File: config.mk
export PLATFORM = sky130hd
export DESIGN_NAME = source_text_tokenizer
export DESIGN_NICKNAME = d
export VERILOG_FILES = /design/src/design/stt_pkg.sv /design/src/design/source_text_tokenizer.sv
export SDC_FILE = /design/constraint.sdc
export NUM_CORES = 2
export LEC_CHECK = 0
export ABC_AREA = 1
export ABC_CLOCK_PERIOD_IN_PS = 10700
export BUFFER_PORTS_ARGS = -buffer_cell sky130_fd_sc_hd__buf_2
export CAP_MARGIN = 15
export CORE_AREA = 2 2 360 362
export DETAILED_ROUTE_END_ITERATION = 8
export DIE_AREA = 0 0 362 364
export PLACE_DENSITY_LB_ADDON = 0.15
export SETUP_SLACK_MARGIN = 0.1
export SLEW_MARGIN = 5
export SYNTH_ARGS = -nofsm -noshare
export SYNTH_HDL_FRONTEND = slang
export SYNTH_SLANG_ARGS = --single-unit
File: constraint.sdc
create_clock -name clk -period 10.7 [get_ports clk]
set_clock_uncertainty 0.1 [all_clocks]
set_input_delay 1.605 -clock clk [delete_from_list [all_inputs] [get_ports clk]]
set_output_delay 1.605 -clock clk [all_outputs]
set_load 0.01 [all_outputs]
File: src/design/stt_pkg.sv
// ----------------------------------------------------------------------------
// stt_pkg
// Shared token kinds, error codes, character codes and character classes
// for the source text tokenizer.
// ----------------------------------------------------------------------------
package stt_pkg;

    localparam int MAX_RES = 3;

    localparam logic [4:0] K_INT     = 5'd0;
    localparam logic [4:0] K_FLOAT   = 5'd1;
    localparam logic [4:0] K_STRING  = 5'd2;
    localparam logic [4:0] K_IDENT   = 5'd3;
    localparam logic [4:0] K_ADD     = 5'd4;
    localparam logic [4:0] K_ADD_EQ  = 5'd5;
    localparam logic [4:0] K_DIV     = 5'd6;
    localparam logic [4:0] K_MUL     = 5'd7;
    localparam logic [4:0] K_MOD     = 5'd8;
    localparam logic [4:0] K_CARET   = 5'd9;
    localparam logic [4:0] K_SUB     = 5'd10;
    localparam logic [4:0] K_SUB_EQ  = 5'd11;
    localparam logic [4:0] K_NOT     = 5'd12;
    localparam logic [4:0] K_QUEST   = 5'd13;
    localparam logic [4:0] K_ASSIGN  = 5'd14;
    localparam logic [4:0] K_EQ      = 5'd15;
    localparam logic [4:0] K_NE      = 5'd16;
    localparam logic [4:0] K_GT      = 5'd17;
    localparam logic [4:0] K_LT      = 5'd18;
    localparam logic [4:0] K_GE      = 5'd19;
    localparam logic [4:0] K_LE      = 5'd20;
    localparam logic [4:0] K_LPAREN  = 5'd21;
    localparam logic [4:0] K_RPAREN  = 5'd22;
    localparam logic [4:0] K_LBRACE  = 5'd23;
    localparam logic [4:0] K_RBRACE  = 5'd24;
    localparam logic [4:0] K_COMMA   = 5'd25;
    localparam logic [4:0] K_SEMI    = 5'd26;
    localparam logic [4:0] K_ERROR   = 5'd27;
    localparam logic [4:0] K_END     = 5'd28;

    localparam logic [2:0] E_NONE    = 3'd0;
    localparam logic [2:0] E_SYMBOL  = 3'd1;
    localparam logic [2:0] E_FLOAT   = 3'd2;
    localparam logic [2:0] E_NEWLINE = 3'd3;
    localparam logic [2:0] E_ESCAPE  = 3'd4;
    localparam logic [2:0] E_UNTERM  = 3'd5;

    localparam logic [7:0] CH_NUL       = 8'h00;
    localparam logic [7:0] CH_TAB       = 8'h09;
    localparam logic [7:0] CH_LF        = 8'h0A;
    localparam logic [7:0] CH_CR        = 8'h0D;
    localparam logic [7:0] CH_SPACE     = 8'h20;
    localparam logic [7:0] CH_BANG      = 8'h21;
    localparam logic [7:0] CH_HASH      = 8'h23;
    localparam logic [7:0] CH_PERCENT   = 8'h25;
    localparam logic [7:0] CH_QUOTE     = 8'h27;
    localparam logic [7:0] CH_LPAREN    = 8'h28;
    localparam logic [7:0] CH_RPAREN    = 8'h29;
    localparam logic [7:0] CH_STAR      = 8'h2A;
    localparam logic [7:0] CH_PLUS      = 8'h2B;
    localparam logic [7:0] CH_COMMA     = 8'h2C;
    localparam logic [7:0] CH_MINUS     = 8'h2D;
    localparam logic [7:0] CH_DOT       = 8'h2E;
    localparam logic [7:0] CH_SLASH     = 8'h2F;
    localparam logic [7:0] CH_0         = 8'h30;
    localparam logic [7:0] CH_9         = 8'h39;
    localparam logic [7:0] CH_SEMI      = 8'h3B;
    localparam logic [7:0] CH_LT        = 8'h3C;
    localparam logic [7:0] CH_EQUAL     = 8'h3D;
    localparam logic [7:0] CH_GT        = 8'h3E;
    localparam logic [7:0] CH_QUEST     = 8'h3F;
    localparam logic [7:0] CH_UPPER_A   = 8'h41;
    localparam logic [7:0] CH_UPPER_Z   = 8'h5A;
    localparam logic [7:0] CH_BACKSLASH = 8'h5C;
    localparam logic [7:0] CH_CARET     = 8'h5E;
    localparam logic [7:0] CH_UNDERLINE = 8'h5F;
    localparam logic [7:0] CH_LOWER_A   = 8'h61;
    localparam logic [7:0] CH_LOWER_N   = 8'h6E;
    localparam logic [7:0] CH_LOWER_Z   = 8'h7A;
    localparam logic [7:0] CH_LBRACE    = 8'h7B;
    localparam logic [7:0] CH_RBRACE    = 8'h7D;

    function automatic logic is_decimal(input logic [7:0] c);
        return (c >= CH_0) && (c <= CH_9);
    endfunction

    function automatic logic is_id_start(input logic [7:0] c);
        return ((c >= CH_LOWER_A) && (c <= CH_LOWER_Z)) ||
               ((c >= CH_UPPER_A) && (c <= CH_UPPER_Z)) || (c == CH_UNDERLINE);
    endfunction

    function automatic logic is_space(input logic [7:0] c);
        return (c == CH_SPACE) || (c == CH_TAB) || (c == CH_CR) || (c == CH_LF);
    endfunction

    function automatic logic is_oper_start(input logic [7:0] c);
        return (c == CH_PLUS) || (c == CH_MINUS) || (c == CH_BANG) ||
               (c == CH_EQUAL) || (c == CH_LT) || (c == CH_GT);
    endfunction

    function automatic logic is_escape_char(input logic [7:0] c);
        return (c == CH_BACKSLASH) || (c == CH_QUOTE) || (c == CH_LOWER_N);
    endfunction

    // zero when c is not a one-character token
    function automatic logic [4:0] single_kind(input logic [7:0] c);
        logic [4:0] k;
        case (c)
            CH_STAR:    k = K_MUL;
            CH_SLASH:   k = K_DIV;
            CH_LPAREN:  k = K_LPAREN;
            CH_RPAREN:  k = K_RPAREN;
            CH_LBRACE:  k = K_LBRACE;
            CH_RBRACE:  k = K_RBRACE;
            CH_PERCENT: k = K_MOD;
            CH_CARET:   k = K_CARET;
            CH_SEMI:    k = K_SEMI;
            CH_COMMA:   k = K_COMMA;
            CH_QUEST:   k = K_QUEST;
            default:    k = K_INT;
        endcase
        return k;
    endfunction

    function automatic logic [4:0] oper_kind(input logic [7:0] c, input logic doubled);
        logic [4:0] k;
        case (c)
            CH_PLUS:  k = doubled ? K_ADD_EQ : K_ADD;
            CH_MINUS: k = doubled ? K_SUB_EQ : K_SUB;
            CH_BANG:  k = doubled ? K_NE     : K_NOT;
            CH_EQUAL: k = doubled ? K_EQ     : K_ASSIGN;
            CH_LT:    k = doubled ? K_LE     : K_LT;
            default:  k = doubled ? K_GE     : K_GT;
        endcase
        return k;
    endfunction

endpackage

File: src/design/source_text_tokenizer.sv
// ----------------------------------------------------------------------------
// source_text_tokenizer
// Streaming lexer: one source byte per beat in, tokens and error items out.
// ----------------------------------------------------------------------------
// Usage:
//   Source channel: byte_value, last_byte with src_valid / src_stall. A zero
//   byte or a beat with last_byte set closes the text; an end item follows.
//   Token channel: one result per beat with tok_valid / tok_stall;
//   last_result marks the final result caused by a source byte.
//   Order: a byte is registered on accept and scanned from that register;
//   its results are written into the result queue and offered from the
//   queue head, and the scan waits while the queue is nearly full.
//   Throughput: one byte per cycle while the 8-entry result queue has room
//   for three more results; a byte yields zero to three results, and the
//   token side drains one per cycle while tok_stall is low, so the
//   sustained input rate is the output rate divided by results per byte.
//   Reset: scanner idle at offset 0, line 1, column 1, queue empty, error
//   flag clear. After the end item all further bytes are consumed silently.
//   A stall on the token side holds the queue head; once the queue is
//   nearly full src_stall rises and the pending byte waits in its register.
// ----------------------------------------------------------------------------
module source_text_tokenizer
    import stt_pkg::*;
#(
    parameter int POSITION_BITS = 16
)
(
    input  logic                     clk,
    input  logic                     rst_n,
    input  logic                     src_valid,
    output logic                     src_stall,
    input  logic [7:0]               byte_value,
    input  logic                     last_byte,
    output logic                     tok_valid,
    input  logic                     tok_stall,
    output logic [4:0]               token_kind,
    output logic [POSITION_BITS-1:0] start_offset,
    output logic [POSITION_BITS-1:0] token_length,
    output logic [POSITION_BITS-1:0] token_line,
    output logic [POSITION_BITS-1:0] token_column,
    output logic [2:0]               error_code,
    output logic                     any_error,
    output logic                     last_result
);

    localparam int DEPTH    = 8;
    localparam int PTR_BITS = $clog2(DEPTH);
    localparam int CNT_BITS = $clog2(DEPTH + 1);

    localparam logic [3:0] M_IDLE     = 4'd0;
    localparam logic [3:0] M_IDENT    = 4'd1;
    localparam logic [3:0] M_NUMBER   = 4'd2;
    localparam logic [3:0] M_DOT      = 4'd3;
    localparam logic [3:0] M_FRACTION = 4'd4;
    localparam logic [3:0] M_STR_BODY = 4'd5;
    localparam logic [3:0] M_ESCAPE   = 4'd6;
    localparam logic [3:0] M_COMMENT  = 4'd7;
    localparam logic [3:0] M_OPER     = 4'd8;
    localparam logic [3:0] M_DONE     = 4'd9;

    localparam logic [POSITION_BITS-1:0] POS_ZERO = '0;
    localparam logic [POSITION_BITS-1:0] POS_ONE  = POSITION_BITS'(1);
    localparam logic [POSITION_BITS-1:0] POS_TWO  = POSITION_BITS'(2);
    localparam logic [POSITION_BITS-1:0] POS_MAX  = '1;

    typedef struct packed {
        logic [4:0]               kind;
        logic [POSITION_BITS-1:0] start;
        logic [POSITION_BITS-1:0] len;
        logic [POSITION_BITS-1:0] line;
        logic [POSITION_BITS-1:0] col;
        logic [2:0]               err;
        logic                     any;
        logic                     last;
    } result_t;

    function automatic result_t mk(
        input logic [4:0]               kind,
        input logic [POSITION_BITS-1:0] start,
        input logic [POSITION_BITS-1:0] len,
        input logic [POSITION_BITS-1:0] line,
        input logic [POSITION_BITS-1:0] col,
        input logic [2:0]               err
    );
        result_t r;
        r.kind  = kind;
        r.start = start;
        r.len   = len;
        r.line  = line;
        r.col   = col;
        r.err   = err;
        r.any   = 1'b0;
        r.last  = 1'b0;
        return r;
    endfunction

    logic                     in_valid_reg;
    logic [7:0]               in_byte_reg;
    logic                     in_last_reg;

    logic [3:0]               mode_reg,      mode_next;
    logic [7:0]               pend_reg,      pend_next;
    logic [POSITION_BITS-1:0] cur_off_reg,   cur_off_next;
    logic [POSITION_BITS-1:0] cur_line_reg,  cur_line_next;
    logic [POSITION_BITS-1:0] cur_col_reg,   cur_col_next;
    logic [POSITION_BITS-1:0] tok_start_reg, tok_start_next;
    logic [POSITION_BITS-1:0] st_line_reg,   st_line_next;
    logic [POSITION_BITS-1:0] st_col_reg,    st_col_next;
    logic                     err_seen_reg,  err_seen_next;

    result_t                  queue_mem [DEPTH];
    logic [PTR_BITS-1:0]      head_reg;
    logic [PTR_BITS-1:0]      tail_reg;
    logic [CNT_BITS-1:0]      count_reg;

    result_t                  slot [MAX_RES];
    logic [1:0]               slot_n;
    logic [1:0]               push_n;
    logic                     proc_ok;
    logic                     process;
    logic                     step_en;
    logic                     src_take;
    logic                     tok_take;
    result_t                  head_res;

    assign proc_ok   = count_reg <= CNT_BITS'(DEPTH - MAX_RES);
    assign process   = in_valid_reg && proc_ok;
    assign step_en   = process && (mode_reg != M_DONE);
    assign push_n    = step_en ? slot_n : 2'd0;
    assign src_stall = in_valid_reg && !proc_ok;
    assign src_take  = src_valid && !src_stall;
    assign tok_valid = count_reg != '0;
    assign tok_take  = tok_valid && !tok_stall;

    // scan one byte: close / begin / end-of-text candidates, then pack
    always_comb
    begin
        logic [7:0]               c;
        logic                     fin;
        logic                     do_begin;
        logic                     flag;
        logic [3:0]               m_eff;
        logic [POSITION_BITS-1:0] span_o;
        logic [POSITION_BITS-1:0] span_n;
        logic [POSITION_BITS-1:0] esc_col;
        logic [POSITION_BITS-1:0] esc_col_n;
        result_t                  cand [5];
        logic [4:0]               cand_v;
        result_t                  r;

        c        = in_byte_reg;
        fin      = (c == CH_NUL) || in_last_reg;
        do_begin = 1'b0;
        m_eff    = (mode_reg > M_DONE) ? M_IDLE : mode_reg;
        cand_v   = '0;
        r        = '0;
        for (int i = 0; i < 5; i++)
        begin
            cand[i] = '0;
        end

        mode_next      = m_eff;
        pend_next      = pend_reg;
        tok_start_next = tok_start_reg;
        st_line_next   = st_line_reg;
        st_col_next    = st_col_reg;
        cur_off_next   = cur_off_reg;
        cur_line_next  = cur_line_reg;
        cur_col_next   = cur_col_reg;

        span_o  = cur_off_reg - tok_start_reg;
        esc_col = (cur_col_reg > POS_ONE) ? cur_col_reg - POS_ONE : POS_ONE;

        if (c != CH_NUL)
        begin
            unique case (m_eff)
                M_IDENT:
                begin
                    if (!(is_id_start(c) || is_decimal(c)))
                    begin
                        cand_v[0] = 1'b1;
                        cand[0]   = mk(K_IDENT, tok_start_reg, span_o, st_line_reg,
                                       st_col_reg, E_NONE);
                        do_begin  = 1'b1;
                    end
                end
                M_NUMBER:
                begin
                    if (c == CH_DOT)
                    begin
                        mode_next = M_DOT;
                    end
                    else if (!is_decimal(c))
                    begin
                        cand_v[0] = 1'b1;
                        cand[0]   = mk(K_INT, tok_start_reg, span_o, st_line_reg,
                                       st_col_reg, E_NONE);
                        do_begin  = 1'b1;
                    end
                end
                M_DOT:
                begin
                    if (is_decimal(c))
                    begin
                        mode_next = M_FRACTION;
                    end
                    else
                    begin
                        cand_v[0] = 1'b1;
                        cand[0]   = mk(K_ERROR, tok_start_reg, span_o, st_line_reg,
                                       st_col_reg, E_FLOAT);
                        do_begin  = 1'b1;
                    end
                end
                M_FRACTION:
                begin
                    if (!is_decimal(c))
                    begin
                        cand_v[0] = 1'b1;
                        cand[0]   = mk(K_FLOAT, tok_start_reg, span_o, st_line_reg,
                                       st_col_reg, E_NONE);
                        do_begin  = 1'b1;
                    end
                end
                M_STR_BODY:
                begin
                    if (c == CH_QUOTE)
                    begin
                        cand_v[0] = 1'b1;
                        cand[0]   = mk(K_STRING, tok_start_reg + POS_ONE, span_o - POS_ONE,
                                       st_line_reg, st_col_reg, E_NONE);
                        mode_next = M_IDLE;
                    end
                    else if (c == CH_BACKSLASH)
                    begin
                        mode_next = M_ESCAPE;
                    end
                    else if (c == CH_LF)
                    begin
                        cand_v[0] = 1'b1;
                        cand[0]   = mk(K_ERROR, cur_off_reg, POS_ONE, cur_line_reg,
                                       cur_col_reg, E_NEWLINE);
                    end
                end
                M_ESCAPE:
                begin
                    if (!is_escape_char(c))
                    begin
                        cand_v[0] = 1'b1;
                        cand[0]   = mk(K_ERROR, cur_off_reg - POS_ONE, POS_TWO, cur_line_reg,
                                       esc_col, E_ESCAPE);
                    end
                    mode_next = M_STR_BODY;
                end
                M_COMMENT:
                begin
                    if (c == CH_LF)
                    begin
                        mode_next = M_IDLE;
                    end
                end
                M_OPER:
                begin
                    cand_v[0] = 1'b1;
                    if (c == CH_EQUAL)
                    begin
                        cand[0]   = mk(oper_kind(pend_reg, 1'b1), tok_start_reg, POS_TWO,
                                       st_line_reg, st_col_reg, E_NONE);
                        mode_next = M_IDLE;
                    end
                    else
                    begin
                        cand[0]   = mk(oper_kind(pend_reg, 1'b0), tok_start_reg, POS_ONE,
                                       st_line_reg, st_col_reg, E_NONE);
                        do_begin  = 1'b1;
                    end
                end
                default:
                begin
                    do_begin = 1'b1;
                end
            endcase

            if (do_begin)
            begin
                mode_next      = M_IDLE;
                tok_start_next = cur_off_reg;
                st_line_next   = cur_line_reg;
                st_col_next    = cur_col_reg;
                if (is_space(c))
                begin
                    mode_next = M_IDLE;
                end
                else if (is_decimal(c))
                begin
                    mode_next = M_NUMBER;
                end
                else if (is_id_start(c))
                begin
                    mode_next = M_IDENT;
                end
                else if (c == CH_QUOTE)
                begin
                    mode_next = M_STR_BODY;
                end
                else if (c == CH_HASH)
                begin
                    mode_next = M_COMMENT;
                end
                else if (is_oper_start(c))
                begin
                    pend_next = c;
                    mode_next = M_OPER;
                end
                else
                begin
                    cand_v[1] = 1'b1;
                    if (single_kind(c) != K_INT)
                    begin
                        cand[1] = mk(single_kind(c), cur_off_reg, POS_ONE, cur_line_reg,
                                     cur_col_reg, E_NONE);
                    end
                    else
                    begin
                        cand[1] = mk(K_ERROR, cur_off_reg, POS_ONE, cur_line_reg,
                                     cur_col_reg, E_SYMBOL);
                    end
                end
            end

            cur_off_next = cur_off_reg + POS_ONE;
            if (c == CH_LF)
            begin
                cur_col_next  = POS_ONE;
                cur_line_next = (cur_line_reg < POS_MAX) ? cur_line_reg + POS_ONE
                                                         : cur_line_reg;
            end
            else
            begin
                cur_col_next = (cur_col_reg < POS_MAX) ? cur_col_reg + POS_ONE
                                                       : cur_col_reg;
            end
        end

        span_n    = cur_off_next - tok_start_next;
        esc_col_n = (cur_col_next > POS_ONE) ? cur_col_next - POS_ONE : POS_ONE;

        if (fin)
        begin
            unique case (mode_next)
                M_IDENT:
                begin
                    cand_v[2] = 1'b1;
                    cand[2]   = mk(K_IDENT, tok_start_next, span_n, st_line_next,
                                   st_col_next, E_NONE);
                end
                M_NUMBER:
                begin
                    cand_v[2] = 1'b1;
                    cand[2]   = mk(K_INT, tok_start_next, span_n, st_line_next,
                                   st_col_next, E_NONE);
                end
                M_DOT:
                begin
                    cand_v[2] = 1'b1;
                    cand[2]   = mk(K_ERROR, tok_start_next, span_n, st_line_next,
                                   st_col_next, E_FLOAT);
                end
                M_FRACTION:
                begin
                    cand_v[2] = 1'b1;
                    cand[2]   = mk(K_FLOAT, tok_start_next, span_n, st_line_next,
                                   st_col_next, E_NONE);
                end
                M_STR_BODY:
                begin
                    cand_v[3] = 1'b1;
                    cand[3]   = mk(K_ERROR, tok_start_next, span_n, st_line_next,
                                   st_col_next, E_UNTERM);
                end
                M_ESCAPE:
                begin
                    cand_v[2] = 1'b1;
                    cand[2]   = mk(K_ERROR, cur_off_next - POS_ONE, POS_ONE, cur_line_next,
                                   esc_col_n, E_ESCAPE);
                    cand_v[3] = 1'b1;
                    cand[3]   = mk(K_ERROR, tok_start_next, span_n, st_line_next,
                                   st_col_next, E_UNTERM);
                end
                M_OPER:
                begin
                    cand_v[2] = 1'b1;
                    cand[2]   = mk(oper_kind(pend_next, 1'b0), tok_start_next, POS_ONE,
                                   st_line_next, st_col_next, E_NONE);
                end
                default:
                begin
                end
            endcase
            cand_v[4] = 1'b1;
            cand[4]   = mk(K_END, cur_off_next, POS_ZERO, cur_line_next, cur_col_next,
                           E_NONE);
            mode_next = M_DONE;
        end

        // pack in order, sticky flag carried through
        flag   = err_seen_reg;
        slot_n = 2'd0;
        for (int i = 0; i < MAX_RES; i++)
        begin
            slot[i] = '0;
        end
        for (int i = 0; i < 5; i++)
        begin
            if (cand_v[i] && (slot_n != 2'd3))
            begin
                r            = cand[i];
                flag         = flag || (r.err != E_NONE);
                r.any        = flag;
                slot[slot_n] = r;
                slot_n       = slot_n + 2'd1;
            end
        end
        if (slot_n != 2'd0)
        begin
            slot[slot_n - 2'd1].last = 1'b1;
        end
        err_seen_next = flag;
    end

    always_ff @(posedge clk)
    begin
        if (src_take)
        begin
            in_byte_reg <= byte_value;
            in_last_reg <= last_byte;
        end
    end

    always_ff @(posedge clk)
    begin
        for (int i = 0; i < MAX_RES; i++)
        begin
            if (2'(i) < push_n)
            begin
                queue_mem[tail_reg + PTR_BITS'(i)] <= slot[i];
            end
        end
    end

    always_ff @(posedge clk or negedge rst_n)
    begin
        if (!rst_n)
        begin
            in_valid_reg  <= 1'b0;
            mode_reg      <= M_IDLE;
            pend_reg      <= '0;
            cur_off_reg   <= '0;
            cur_line_reg  <= POS_ONE;
            cur_col_reg   <= POS_ONE;
            tok_start_reg <= '0;
            st_line_reg   <= POS_ONE;
            st_col_reg    <= POS_ONE;
            err_seen_reg  <= 1'b0;
            head_reg      <= '0;
            tail_reg      <= '0;
            count_reg     <= '0;
        end
        else
        begin
            if (src_take)
            begin
                in_valid_reg <= 1'b1;
            end
            else if (process)
            begin
                in_valid_reg <= 1'b0;
            end

            if (step_en)
            begin
                mode_reg      <= mode_next;
                pend_reg      <= pend_next;
                cur_off_reg   <= cur_off_next;
                cur_line_reg  <= cur_line_next;
                cur_col_reg   <= cur_col_next;
                tok_start_reg <= tok_start_next;
                st_line_reg   <= st_line_next;
                st_col_reg    <= st_col_next;
                err_seen_reg  <= err_seen_next;
            end

            tail_reg  <= tail_reg + PTR_BITS'(push_n);
            if (tok_take)
            begin
                head_reg <= head_reg + PTR_BITS'(1);
            end
            count_reg <= count_reg + CNT_BITS'(push_n) - CNT_BITS'(tok_take);
        end
    end

    assign head_res     = queue_mem[head_reg];
    assign token_kind   = head_res.kind;
    assign start_offset = head_res.start;
    assign token_length = head_res.len;
    assign token_line   = head_res.line;
    assign token_column = head_res.col;
    assign error_code   = head_res.err;
    assign any_error    = head_res.any;
    assign last_result  = head_res.last;

    a_queue_bound: assert property (@(posedge clk) disable iff (!rst_n)
        count_reg <= CNT_BITS'(DEPTH))
        else $error("result queue overflow");

    a_silent_after_end: assert property (@(posedge clk) disable iff (!rst_n)
        (mode_reg == M_DONE) |-> (push_n == 2'd0))
        else $error("result produced after end of text");

    a_sticky_error: assert property (@(posedge clk) disable iff (!rst_n)
        (tok_take && any_error) |=> (!tok_valid || any_error))
        else $error("error flag dropped");

    a_error_kind: assert property (@(posedge clk) disable iff (!rst_n)
        (tok_valid && (error_code != E_NONE)) |-> (token_kind == K_ERROR && any_error))
        else $error("error code on a non-error beat");

endmodule
==> results.py <==
metrics = {
    "status": {
        "status": "finished clean",
    },
    "synthesis": {
        "ys_seq_area_frac": 0.3688,
        "mappedNetlistNets": 8721,
        "yosysWarnings": 0,
        "synth_area_mm2": 0.05709,
        "yosysTopAreaCell": "edfxtp_1",
        "async_flop_share": 0.1664,
        "yosysUniqueCellTypes": 70,
        "synth_area_per_cell_um2": 6.602,
        "synth_edf_count": 601,
        "netlist.area_leader.share": 0.3161,
        "ys_seq_elements": 721,
        "synth.area.top_cells": "edfxtp_1, nand2_1, nand3_1, o21ai_0, nor2_1",
        "synthFlopType": "edfxtp_1",
        "synthCells": 8647,
    },
    "setup_path": {
        "path_class": "reg -> reg",
        "crit_family": "simple AND/OR/NAND/NOR gates",
        "crit_fanout": 92,
        "end_kind": "flip-flop",
        "worst-r2r-setup-slack_ns": 0.80,
        "r2r_start": "in_byte_reg[3]",
        "critical_path.max_stage_delay_ns": 0.96,
        "slowest_stage": "nor2_1",
        "cp-start-kind": "flip-flop",
        "arrival_ns": 10.38,
        "r2r_cells": 32,
        "reg2reg_to": "queue_mem[1][13]",
        "cp_common_cell": "nand2_1",
        "cp_data_required_time_ns": 11.18,
        "path_buf_inv": 7,
    },
    "route": {
        "ant_nets": 0,
        "vias_per_cell": 6.441,
        "first_iter_violations": 10810,
        "post-route-drc-count": 0,
        "via_count": 65100,
        "first_pass_iters": 7,
        "routed_wl_mm": 281.9,
        "wl_per_cell_um": 27.89,
    },
    "global_routing": {
        "gr-usage-met2": 0.6090,
        "grt_busiest_layer": "met2",
        "grt.total_usage": 0.4137,
        "grt_pass1_wl_mm": 406.4,
        "met3_usage": 0.1247,
        "antenna_found_initial": 3,
        "grt_pass1_vias": 59230,
        "overflow": 0,
        "grt_max_degree": 191,
        "grt_use_met1": 0.5483,
    },
    "sta": {
        "worst_pin_slew_ns": 1.315,
        "relSlewSlack": 0.1138,
        "hold_violations": 0,
        "drv_slew": 0,
        "fin_crit_sh": 0.9254,
        "min_period_ns": 9.901,
        "final-setup-viol-count": 0,
        "grt_setup_unrepaired": "no",
        "fmax_mhz": 101.0,
        "tns_ns": 0,
    },
    "placement": {
        "dp_cells": 9931,
        "place_congestion": 0.9977,
        "dp_hpwl_mm": 169.6,
        "postPlaceCellArea_mm2": 0.05831,
        "io_buffers": 88,
    },
    "clocking": {
        "root_buffer": "clkbuf_16",
        "cts_max_level": 3,
        "cts_setup_buffers": 0,
        "clock_latency_ns": 0.74,
        "cts_buffer_depth": 3,
        "cts_sinks": 721,
        "path_clk_slew_ns": 0.05,
        "cts_hold_buf": 0,
        "cts_tree": "yes",
        "cts-resized-gates": 0,
        "cts_buffers": 91,
    },
    "cells_and_area": {
        "nets": 8428,
        "drive_gt1_frac": 0.06039,
        "regMostFlops": "queue_mem",
        "area_delta_synth_final_pct": 7.478,
        "fin_cells": 10110,
        "stdcell_area_mm2": 0.06136,
        "largest_reg_flops": 592,
    },
    "worst_hold_path": {
        "min_to": "st_col_reg[10]",
        "hold_path_depth": 2,
        "hold_path_startpoint": "st_col_reg[10]",
        "worstHoldPathType": "reg -> reg",
    },
    "floorplanning": {
        "initial_core_util": 0.4449,
        "num_rows": 132,
        "boundaryPins": 89,
        "die_h_um": 364,
        "chipWidth_um": 362,
        "core_mm2": 0.1283,
        "die-area_mm2": 0.1318,
    },
    "run": {
        "max_cap_viol_count": 0,
    },
}
## synth_stat cells (4+ instances only)
library cell  number
a31oi_1           90
clkbuf_1         391
nor3_1            54
o21ai_1           27
nor2_2             8
edfxtp_1         601
nor2_4            11
nand2_2           15
buf_6             36
o21ai_0          689
a21boi_1           8
buf_4             43
o21bai_1          12
nand2_1         2859
ha_1              58
a22oi_1           25
o31ai_1           10
xor2_1            74
or2_2             10
o21a_1            22
o22ai_1          124
nand3_2           10
nor4_1             8
buf_1             62
a21oi_1          203
a21boi_0           7
o211ai_1          13
xnor2_1           11
nor2_1           866
dfstp_2            4
inv_1            432
nand3_1         1489
o221ai_1           7
buf_2            100
clkinv_1          14
dfrtp_1          116
nand4_1           60
inv_2             16
## worst max path at each step
stage,startpoint,endpoint,slack (ns),depth (start not counted)
global route,in_byte_reg[3],queue_mem[3][8],0.41,32
finish,in_byte_reg[3],queue_mem[1][13],0.80,32
CTS,in_byte_reg[3],queue_mem[1][13],1.17,32
floorplan,in_byte_reg[4],queue_mem[1][0],2.81,33
detailed placement,in_byte_reg[3],queue_mem[1][13],1.21,32
global placement,in_byte_reg[3],queue_mem[3][13],1.30,32
## final cells by class
cell class	instances	area, µm²
inverters	462	1754
flip-flops and latches	721	21060
multi-input cells	6830	31590
well taps	1675	2096
diodes	4	10.01
clock inverters	57	604.3
fillers	13020	66970
clock buffers	111	2394
repair buffers	248	1849
## worst register-to-register path: cells and delay by family (launching register included)
kind,cells,cell delay (ns)
AND/OR/NAND/NOR,22,5.14
adder cells (fa/ha/maj),3,0.81
flip-flops,1,0.52
buffers and inverters,7,3.22
## metal layers
metal | routed length, µm | share of wire
met3 | 40880 | 0.15
met2 | 116200 | 0.41
met4 | 17460 | 0.062
met5 | 24 | 0.000085
met1 | 107400 | 0.38
## through the flow
step | utilization | worst slack [ns] | hold WS, ns
floorplan | - | 2.808 | 0.3530
global placement | 0.4543 | 1.305 | 0.3689
detailed placement | 0.4544 | 1.210 | 0.3740
CTS | 0.4778 | 1.173 | 0.3890
global route | 0.4781 | 0.4102 | 0.4196
finish | 0.4781 | 0.7986 | 0.3873
## cells by family after synthesis
logic type	after synthesis	share of synthesized area
AND/OR/NAND/NOR	5410	0.3986
AO/OA/AOI/OAI	1271	0.1232
buffers and inverters	1096	0.08203
flip-flops	721	0.3688
XOR/XNOR	85	0.01304
adder cells (fa/ha/maj)	61	0.01376
multiplexers	3	0.0005260
## layout by cell type (no fill, tap or decap), types with 17 or more instances in the layout
cell type  instances
o22ai_1          124
a31oi_1           90
o21a_1            22
edfxtp_1         601
a22oi_1           25
ha_1              58
inv_2             18
dfrtp_1          114
xor2_1            74
clkbuf_1          17
nand3_1         1481
clkbuf_16         92
nand2_2           18
nand2_1         2848
buf_4            141
buf_2             88
nand4_1           60
nor2_1           860
inv_1            428
clkinv_1          34
o21ai_1           27
a21oi_1          203
nor3_1            46
o21ai_0          689
Power is not shown: default switching activity piles up to over one toggle a cycle in this logic, so the estimate is an artifact.
